File: src/adf_pkg.sv
// shared types, constants and header byte table for the artdmx packet framer
`default_nettype none

package adf_pkg;

    localparam int unsigned C_HDR_LEN  = 18;
    localparam int unsigned C_IDX_W    = 5;
    localparam int unsigned C_LEN_W    = 10;
    localparam int unsigned C_MIN_LEN  = 2;

    localparam logic CMD_BEGIN = 1'b0;
    localparam logic CMD_DATA  = 1'b1;

    localparam logic [7:0] C_OPCODE_HI = 8'h50;
    localparam logic [7:0] C_PROT_VER  = 8'd14;
    localparam logic [7:0] C_SEQ_MAX   = 8'd255;
    localparam logic [7:0] C_SEQ_FIRST = 8'd1;

    typedef logic [C_IDX_W-1:0] t_idx;
    typedef logic [C_LEN_W-1:0] t_len;

    // one unit of output work: a header (plus padding) or one data byte (plus padding)
    typedef struct packed {
        logic        vld;
        logic        is_begin;
        logic [7:0]  seq;
        logic [14:0] universe;
        t_len        len;
        logic [7:0]  data;
        t_idx        last;
        logic        last_end;
    } t_job;

    function automatic logic [7:0] hdr_byte(
        input t_idx        idx,
        input logic [7:0]  seq,
        input logic [14:0] universe,
        input t_len        len
    );
        logic [7:0] b;
        case (idx)
            5'd0:    b = 8'h41; // A
            5'd1:    b = 8'h72; // r
            5'd2:    b = 8'h74; // t
            5'd3:    b = 8'h2D; // -
            5'd4:    b = 8'h4E; // N
            5'd5:    b = 8'h65; // e
            5'd6:    b = 8'h74; // t
            5'd9:    b = C_OPCODE_HI;
            5'd11:   b = C_PROT_VER;
            5'd12:   b = seq;
            5'd14:   b = universe[7:0];
            5'd15:   b = {1'b0, universe[14:8]};
            5'd16:   b = {6'b0, len[9:8]};
            5'd17:   b = len[7:0];
            default: b = 8'h00;
        endcase
        return b;
    endfunction

endpackage

`default_nettype wire

File: src/adf_if.sv
// valid/ready channel interfaces for input items, output bytes and the enable register
`default_nettype none

interface adf_in_if;
    logic        valid;
    logic        ready;
    logic        command;
    logic [14:0] universe;
    logic [9:0]  channel_count;
    logic [7:0]  data_byte;

    modport source (output valid, command, universe, channel_count, data_byte, input ready);
    modport sink   (input valid, command, universe, channel_count, data_byte, output ready);
endinterface

interface adf_out_if;
    logic       valid;
    logic       ready;
    logic [7:0] out_byte;
    logic       packet_end;

    modport source (output valid, out_byte, packet_end, input ready);
    modport sink   (input valid, out_byte, packet_end, output ready);
endinterface

interface adf_cfg_if;
    logic valid;
    logic ready;
    logic output_enable;

    modport source (output valid, output_enable, input ready);
    modport sink   (input valid, output_enable, output ready);
endinterface

`default_nettype wire

File: src/artdmx_packet_framer.sv
// top level of the artdmx packet framer
//
// i_in carries items: command 0 begins a packet (universe, channel_count),
// command 1 carries one channel byte. o_out streams the packet payload one
// byte per transfer, with packet_end on the final byte. i_cfg writes the
// output enable bit; it is always ready. With enable low every item is
// accepted and dropped.
// A begin item yields 18 header bytes (20 when no channel bytes follow);
// a channel byte yields one byte, or two when a zero pad byte closes the
// packet. Data bytes past the requested count are dropped.
// The first byte of an item passes through the job register and then the
// output register to o_out. While o_out is not stalled, the output side moves
// one byte per cycle and one channel byte is taken per cycle; a begin item
// keeps i_in.ready low while the header counter runs.
// A stall on o_out holds the output register and, through it, the job
// register and i_in.ready. Reset clears the enable, open packet state and
// both valids, and sets the sequence byte to 1.
`default_nettype none

module artdmx_packet_framer #(
    parameter int unsigned MAX_CHANNELS = 512
) (
    input  wire logic i_clk,
    input  wire logic i_rst_n,
    adf_in_if.sink    i_in,
    adf_cfg_if.sink   i_cfg,
    adf_out_if.source o_out
);
    import adf_pkg::*;

    t_job job;
    logic done;

    adf_decoder #(
        .MAX_CHANNELS(MAX_CHANNELS)
    ) u_decoder (
        .i_clk   (i_clk),
        .i_rst_n (i_rst_n),
        .i_in    (i_in),
        .i_cfg   (i_cfg),
        .i_done  (done),
        .o_job   (job)
    );

    adf_emitter u_emitter (
        .i_clk   (i_clk),
        .i_rst_n (i_rst_n),
        .i_job   (job),
        .o_done  (done),
        .o_out   (o_out)
    );

endmodule

`default_nettype wire

File: src/adf_decoder.sv
// input register and packet state: turns accepted items into output jobs (none while disabled or past the count)
`default_nettype none

module adf_decoder #(
    parameter int unsigned MAX_CHANNELS = 512
) (
    input  wire logic          i_clk,
    input  wire logic          i_rst_n,
    adf_in_if.sink             i_in,
    adf_cfg_if.sink            i_cfg,
    input  wire logic          i_done,
    output adf_pkg::t_job      o_job
);
    import adf_pkg::*;

    localparam t_len L_MAX = C_LEN_W'(MAX_CHANNELS);
    localparam t_len L_MIN = C_LEN_W'(C_MIN_LEN);
    localparam t_idx L_HDR_LAST = C_IDX_W'(C_HDR_LEN - 1);

    logic       r_enable;
    logic [7:0] r_seq,       n_seq;
    logic       r_active,    n_active;
    t_len       r_taken,     n_taken;
    t_len       r_req,       n_req;
    t_len       r_plen,      n_plen;
    t_job       r_job,       n_job;

    logic accept;
    t_len len_clamp;
    t_len len;
    t_len req;
    t_len taken_next;
    t_len pad_left;

    assign i_cfg.ready = 1'b1;
    assign i_in.ready  = !r_job.vld || i_done;
    assign accept      = i_in.valid && i_in.ready;
    assign o_job       = r_job;

    always_comb begin
        if (i_in.channel_count < L_MIN) begin
            len_clamp = L_MIN;
        end else if (i_in.channel_count > L_MAX) begin
            len_clamp = L_MAX;
        end else begin
            len_clamp = i_in.channel_count;
        end
        // round up to even
        len        = len_clamp + t_len'(len_clamp[0]);
        req        = (i_in.channel_count < len) ? i_in.channel_count : len;
        taken_next = r_taken + t_len'(1);
        pad_left   = r_plen - taken_next;
    end

    always_comb begin
        n_seq    = r_seq;
        n_active = r_active;
        n_taken  = r_taken;
        n_req    = r_req;
        n_plen   = r_plen;
        n_job    = r_job;
        n_job.vld = r_job.vld && !i_done;

        if (accept && r_enable) begin
            if (i_in.command == CMD_BEGIN) begin
                n_job.vld      = 1'b1;
                n_job.is_begin = 1'b1;
                n_job.seq      = r_seq;
                n_job.universe = i_in.universe;
                n_job.len      = len;
                n_job.data     = i_in.data_byte;
                n_job.last     = (req == '0) ? L_HDR_LAST + C_IDX_W'(len) : L_HDR_LAST;
                n_job.last_end = (req == '0);
                n_seq    = (r_seq >= C_SEQ_MAX || r_seq == '0) ? C_SEQ_FIRST
                                                                : r_seq + 8'd1;
                n_plen   = len;
                n_req    = req;
                n_taken  = '0;
                n_active = (req != '0);
            end else if (r_active) begin
                n_job.vld      = 1'b1;
                n_job.is_begin = 1'b0;
                n_job.data     = i_in.data_byte;
                n_taken        = taken_next;
                if (taken_next >= r_req) begin
                    n_job.last     = C_IDX_W'(pad_left);
                    n_job.last_end = (pad_left != '0) || (taken_next == r_plen);
                    n_active       = 1'b0;
                end else begin
                    n_job.last     = '0;
                    n_job.last_end = (taken_next == r_plen);
                end
            end
        end
    end

    always_ff @(posedge i_clk) begin
        if (!i_rst_n) begin
            r_enable  <= 1'b0;
            r_seq     <= C_SEQ_FIRST;
            r_active  <= 1'b0;
            r_taken   <= '0;
            r_req     <= '0;
            r_plen    <= '0;
            r_job     <= '0;
        end else begin
            if (i_cfg.valid && i_cfg.ready) begin
                r_enable <= i_cfg.output_enable;
            end
            r_seq     <= n_seq;
            r_active  <= n_active;
            r_taken   <= n_taken;
            r_req     <= n_req;
            r_plen    <= n_plen;
            r_job     <= n_job;
        end
    end

endmodule

`default_nettype wire

File: src/adf_emitter.sv
// byte counter over the current job and the output register
`default_nettype none

module adf_emitter (
    input  wire logic          i_clk,
    input  wire logic          i_rst_n,
    input  wire adf_pkg::t_job i_job,
    output logic               o_done,
    adf_out_if.source          o_out
);
    import adf_pkg::*;

    t_idx       r_idx;
    logic       r_out_vld;
    logic [7:0] r_out_byte;
    logic       r_out_end;

    logic       emit;
    logic       at_last;
    logic [7:0] byte_sel;

    assign emit    = i_job.vld && (!r_out_vld || o_out.ready);
    assign at_last = (r_idx == i_job.last);
    assign o_done  = emit && at_last;

    always_comb begin
        if (i_job.is_begin) begin
            byte_sel = (r_idx < C_IDX_W'(C_HDR_LEN))
                     ? hdr_byte(r_idx, i_job.seq, i_job.universe, i_job.len) : 8'h00;
        end else begin
            byte_sel = (r_idx == '0) ? i_job.data : 8'h00;
        end
    end

    always_ff @(posedge i_clk) begin
        if (!i_rst_n) begin
            r_idx     <= '0;
            r_out_vld <= 1'b0;
        end else begin
            if (o_done) begin
                r_idx <= '0;
            end else if (emit) begin
                r_idx <= r_idx + t_idx'(1);
            end
            if (emit) begin
                r_out_vld <= 1'b1;
            end else if (o_out.ready) begin
                r_out_vld <= 1'b0;
            end
        end
    end

    always_ff @(posedge i_clk) begin
        if (emit) begin
            r_out_byte <= byte_sel;
            r_out_end  <= at_last && i_job.last_end;
        end
    end

    assign o_out.valid      = r_out_vld;
    assign o_out.out_byte   = r_out_byte;
    assign o_out.packet_end = r_out_end;

    a_idx_bound: assert property (@(posedge i_clk) disable iff (!i_rst_n)
        i_job.vld |-> r_idx <= i_job.last)
        else $error("byte index ran past the last byte of the job");

    a_job_held: assert property (@(posedge i_clk) disable iff (!i_rst_n)
        (i_job.vld && !o_done) |=> i_job.vld)
        else $error("job dropped before its last byte was sent");

    a_emit_loads: assert property (@(posedge i_clk) disable iff (!i_rst_n)
        emit |=> r_out_vld)
        else $error("emitted byte not held in the output register");

    a_data_short: assert property (@(posedge i_clk) disable iff (!i_rst_n)
        (i_job.vld && !i_job.is_begin) |-> i_job.last <= t_idx'(1))
        else $error("data job longer than two bytes");

endmodule

`default_nettype wire

File: src/flat_wrapper.sv
// flat-port wrapper written by rule: the top's interface ports become plain ports
module artdmx_packet_framer_flat import adf_pkg::*;
#(
    parameter int unsigned MAX_CHANNELS = 512
)
  (i_clk, i_rst_n, i_in_valid, i_in_command, i_in_universe, i_in_channel_count, i_in_data_byte, i_in_ready, i_cfg_valid, i_cfg_output_enable, i_cfg_ready, o_out_valid, o_out_out_byte, o_out_packet_end, o_out_ready);
  adf_in_if i_in_i ();
  adf_cfg_if i_cfg_i ();
  adf_out_if o_out_i ();
  input  wire logic i_clk;
  input  wire logic i_rst_n;
  input wire logic [$bits(i_in_i.valid)-1:0] i_in_valid;
  input wire logic [$bits(i_in_i.command)-1:0] i_in_command;
  input wire logic [$bits(i_in_i.universe)-1:0] i_in_universe;
  input wire logic [$bits(i_in_i.channel_count)-1:0] i_in_channel_count;
  input wire logic [$bits(i_in_i.data_byte)-1:0] i_in_data_byte;
  output wire logic [$bits(i_in_i.ready)-1:0] i_in_ready;
  input wire logic [$bits(i_cfg_i.valid)-1:0] i_cfg_valid;
  input wire logic [$bits(i_cfg_i.output_enable)-1:0] i_cfg_output_enable;
  output wire logic [$bits(i_cfg_i.ready)-1:0] i_cfg_ready;
  output wire logic [$bits(o_out_i.valid)-1:0] o_out_valid;
  output wire logic [$bits(o_out_i.out_byte)-1:0] o_out_out_byte;
  output wire logic [$bits(o_out_i.packet_end)-1:0] o_out_packet_end;
  input wire logic [$bits(o_out_i.ready)-1:0] o_out_ready;
  assign i_in_i.valid = i_in_valid;
  assign i_in_i.command = i_in_command;
  assign i_in_i.universe = i_in_universe;
  assign i_in_i.channel_count = i_in_channel_count;
  assign i_in_i.data_byte = i_in_data_byte;
  assign i_in_ready = i_in_i.ready;
  assign i_cfg_i.valid = i_cfg_valid;
  assign i_cfg_i.output_enable = i_cfg_output_enable;
  assign i_cfg_ready = i_cfg_i.ready;
  assign o_out_valid = o_out_i.valid;
  assign o_out_out_byte = o_out_i.out_byte;
  assign o_out_packet_end = o_out_i.packet_end;
  assign o_out_i.ready = o_out_ready;
  artdmx_packet_framer #(.MAX_CHANNELS(MAX_CHANNELS)) u_core (.i_clk(i_clk), .i_rst_n(i_rst_n), .i_in(i_in_i), .i_cfg(i_cfg_i), .o_out(o_out_i));
endmodule
File: config.mk
export PLATFORM = sky130hd
export DESIGN_NAME = artdmx_packet_framer_flat
export DESIGN_NICKNAME = d
export VERILOG_FILES = /design/src/adf_pkg.sv /design/src/adf_if.sv /design/src/artdmx_packet_framer.sv /design/src/adf_decoder.sv /design/src/adf_emitter.sv /design/src/flat_wrapper.sv
export SDC_FILE = /design/constraint.sdc
export NUM_CORES = 1
export LEC_CHECK = 0
export BUFFER_PORTS_ARGS = -buffer_cell sky130_fd_sc_hd__buf_2
export CAP_MARGIN = 0
export CELL_PAD_IN_SITES_DETAIL_PLACEMENT = 0
export CELL_PAD_IN_SITES_GLOBAL_PLACEMENT = 1
export CORE_ASPECT_RATIO = 1.1
export CORE_MARGIN = 2
export CORE_UTILIZATION = 48
export DETAILED_ROUTE_END_ITERATION = 12
export GPL_ROUTABILITY_DRIVEN = 0
export GPL_TIMING_DRIVEN = 1
export PLACE_DENSITY = 0.89
export SETUP_SLACK_MARGIN = 0.02
export SLEW_MARGIN = 15
export SYNTH_ARGS = -nofsm -noshare
export SYNTH_HDL_FRONTEND = slang
export SYNTH_SLANG_ARGS = --single-unit
File: constraint.sdc
create_clock -name i_clk -period 12.3 [get_ports i_clk]
set_input_delay 1.845 -clock i_clk [delete_from_list [all_inputs] [get_ports i_clk]]
set_output_delay 1.845 -clock i_clk [all_outputs]
set_load 0.1 [all_outputs]
==> summary.md <==
| Metric | Value |
|---|---|
| Run status | finished clean |
| Io pins | 52 |
| Clock Power Share | 43.1% |
| Flop pwr share | 45.7% |
| CP most frequent cell | ha_1 |
| Total gr overflow | 0 |
| Clk_lat worst skew | 0.34 ns |
| Most frequent cells in the layout | nand2_1 (118), dfxtp_1 (84), a21oi_1 (73) |
| Mux contribution to synthesized area | 0.757% |
| Worst path slowest cell | nor4_1 |
| Fin crit period | 5.51 ns |
| Worst reg2reg setup slack | 8.86 ns |
| Yosys top cell area share | 30.8% |
| RSZ-0062 raised after global routing | no |
| Chip width | 106 um |
| Max Freq | 182 MHz |
| # clock sinks | 93 |
| DR iter-0 viols | 382 |
| Final hold vios | 0 |
| Sw Pwr | 0.000175 W |
| N_diodes | 0 |
| Core region area | 0.0110 mm^2 |
| DRT met1 WL | 5950 um |
| CTS tree | done |
| Fillcell total | 1057 |
| Post-Synth Simple-Gate Area | 22.6% |
| Area of the multi-input gates | 0.00321 mm^2 |
| Top_reg_cell synth | dfxtp_1 |
| Layout cell share with drive strength beyond 1 | 11.1% |
| Largest net degree at the start of global routing | 63 |
| Initial antenna violation count | 0 |
| Syn Nets | 767 |
| CP max stage delay | 0.44 ns |
| HP Class | reg2reg |
| Hold Path Origin | u_core.u_decoder.o_job[12]$_SDFFE_PN0P_ |
| Post-DP HPWL | 9910 um |
| Via density | 5.69 |
| Deepest level of the CTS H-tree | 3 |
| CTS Buf Count | 9 |
| Routed wire length | 13700 um |
| # hold bufs at CTS | 0 |
| DRC viols | 0 |
| CP Launch Type | primary input |
| Setup_tns | 0 ns |
| Gate power share | 11.2% |
| CP required | 12.52 ns |
| Adder-cell share of the synthesized area | 8.03% |
| Hold path depth | 2 |
| Area leader, netlist | dfxtp_1 |
| Max cap viols | 0 |
| Max transition margin | 27.8% |
| DRT antenna net count | 0 |
| Measured slew at the worst slew-check pin | 1.08 ns |
| Die ar. | 0.0122 mm^2 |
| Number of synthesized flops with an enable pin | 9 |
| Count of nets after finishing | 793 |
| Fin Clk Skew | 0.00617 ns |
| Mapped cell area | 0.00546 mm^2 |
| RR Startpoint | u_core.u_decoder.r_taken[0]$_SDFFE_PN0P_ |
| Main area contributors after synthesis | dfxtp_1 (31%), nand2_1 (8.1%), ha_1 (8.0%) |
| First-pass GRT wire length | 22800 um |
| Vias in the first global route | 4667 |
| Sequential fraction of the synthesis area | 35.8% |
| Slew Limit Fails | 0 |
| Period utilization | 44.8% |
| Peak VDD IR | 0.0000594 V |
| Worst Setup End Kind | flip-flop |
| DRT Pass-1 Iters | 5 |
| CTS max path bufs | 2 |
| Post-placement setup slack | 6.46 ns |
| Final Setup Violations | 0 |
| Row count | 40 |
| CTS root buffer | clkbuf_16 |
| GRT Overall Usage | 23.3% |
| Asr flop ratio synth | 0% |
| Die Y-Extent | 116 um |
| Wire length on met3 | 644 um |
| Syn_area_per_cell | 7.89 um^2 |
| Switching Share | 25.3% |
| Synth Area in XOR/XNOR | 5.94% |
| Area grow syn2layout | 11.2% |
| Commonest non-fill, non-tap cell in the layout | nand2_1 |
| End-of-flow core utilization | 55.1% |
| Cells after Synth | 692 |
| Via count | 4948 |
| Clock transition at path regs | 0.07 ns |
| PostCTS Resize Cnt | 0 |
| R2R Path End | u_core.u_decoder.o_job[0]$_SDFFE_PN0P_ |
| Crit path kind | in2reg |
| WL/cell | 15.7 um |
| Internal power | 0.000515 W |
| Final WS setup | 6.79 ns |
| CP arrival | 5.73 ns |
| FF-to-FF path depth | 12 |
| Largest family of logic cells by synthesized area | simple AND/OR/NAND/NOR gates |
| Metal2 WL | 6540 um |
| Initial core utilization | 49.6% |
| Total chip power | 0.000690 W |
| P_leak | 2.31 nW |
| Worst path cell trace | buf_2 -> nor4_1 -> nand3_1 -> a21oi_1 -> ha_1 -> nand2_1 -> or3_1 -> a21o_1 -> ha_1 -> nand4_4 -> o311a_4 -> nor3b_1 -> mux2i_1 -> a311oi_1 -> a311o_1 |
| Critical path fanouts, max | 6 |
| Sequential cell area | 0.00195 mm^2 |
| Port bufs | 50 |
| Post-synthesis compound-gate area fraction | 21.5% |
| Distinct cells, synth | 62 |
| Power per cell area | 114 mW/mm^2 |
| DR top layer | met4 |
| Worst Hold Path EP | u_core.u_decoder.o_job[12]$_SDFFE_PN0P_ |
| Post-CTS Setup Repair Bufs | 0 |
| Synth warn | 0 |
| Synth Register Bits | 93 |
[worst max-delay path: cells and delay by family]
family	cells	cell delay, ns
buffers and inverters	1	0.14
muxes	1	0.42
and+or+nand+nor	6	1.44
AOI/OAI and AO/OA	5	1.33
adders and majority gates	2	0.56
[how the worst max path moves through the flow]
stage / from / to / slack (ns) / cells past startpoint
4_1_cts: i_in_channel_count[6] / u_core.u_decoder.r_active$_SDFFE_PN0P_ / 6.82 / 15
6_report: i_in_channel_count[6] / u_core.u_decoder.r_active$_SDFFE_PN0P_ / 6.79 / 15
3_3_place_gp: i_in_channel_count[6] / u_core.u_decoder.r_active$_SDFFE_PN0P_ / 6.67 / 15
2_1_floorplan: i_in_channel_count[6] / u_core.u_decoder.r_active$_SDFFE_PN0P_ / 7.01 / 15
5_1_grt: i_in_channel_count[6] / u_core.u_decoder.r_active$_SDFFE_PN0P_ / 6.51 / 15
3_5_place_dp: i_in_channel_count[6] / u_core.u_decoder.r_active$_SDFFE_PN0P_ / 6.46 / 15
[flip-flops by register name (all words and copies together), names as in the netlist]
signal                             cells
u_core.u_emitter.o_out.packet_end      1
u_core.u_decoder.r_taken              10
u_core.u_decoder.r_active              1
u_core.u_decoder.r_seq                 8
u_core.u_decoder.o_job                48
u_core.u_decoder.r_req                10
u_core.u_decoder.r_enable              1
u_core.u_emitter.o_out.valid           1
u_core.u_emitter.r_idx                 5
u_core.u_emitter.o_out.out_byte        8
[cell type report]
class / count / share of cell area (%)
Sequential cell: 93 / 32.2
Tap cell: 147 / 3.03
Clock inverter: 7 / 1.63
Multi-Input combinational cell: 527 / 53.0
Inverter: 36 / 2.23
Timing Repair Buffer: 51 / 4.25
Clock buffer: 9 / 3.71
[synthesized netlist by cell type, types with 8 or more instances]
cell type,n
a211oi_1,10
a21oi_1,73
a22o_1,8
a31oi_1,8
and3_1,10
buf_2,8
clkbuf_1,26
dfxtp_1,84
edfxtp_1,9
ha_1,35
inv_1,33
nand2_1,118
nand2b_1,10
nand3_1,19
nand4_1,11
nor2_1,66
nor3_1,13
o211ai_1,8
o21ai_0,21
xnor2_1,25
xor2_1,12
[layer usage]
layer | up-vias | global-route usage, %
li1 | 2476 | -
met1 | 2304 | 28.5
met2 | 140 | 40.6
met3 | 28 | 3.37
met4 | 0 | 11.2
met5 | - | 0
[per-stage QoR]
stage | hold WS (ns) | cell area, um^2 | std cells
floorplan | 0.431 | 5460 | 692
global placement | 0.445 | 5740 | 854
detailed placement | 0.451 | 5740 | 854
CTS | 0.460 | 6070 | 870
global route | 0.474 | 6070 | 870
finish | 0.455 | 6070 | 870
[power groups by stage]
| stage | registers (W) | clock network, W | logic [W] |
|---|---|---|---|
| 2_1_floorplan | 0.000327 | 0 | 0.0000506 |
| 3_3_place_gp | 0.000322 | 0 | 0.0000756 |
| 3_5_place_dp | 0.000322 | 0 | 0.0000769 |
| 4_1_cts | 0.000315 | 0.000305 | 0.0000771 |
| 5_1_grt | 0.000316 | 0.000317 | 0.0000851 |
| 6_report | 0.000315 | 0.000298 | 0.0000773 |
[logic make-up after synthesis]
family / after synthesis
multiplexers: 4
other: 1
AO/OA/AOI/OAI: 177
XOR/XNOR: 37
buffers and inverters: 72
flip-flops: 93
adder cells (fa/ha/maj): 35
AND/OR/NAND/NOR: 273
No activity file was read; power rests on OpenSTA's default activity.
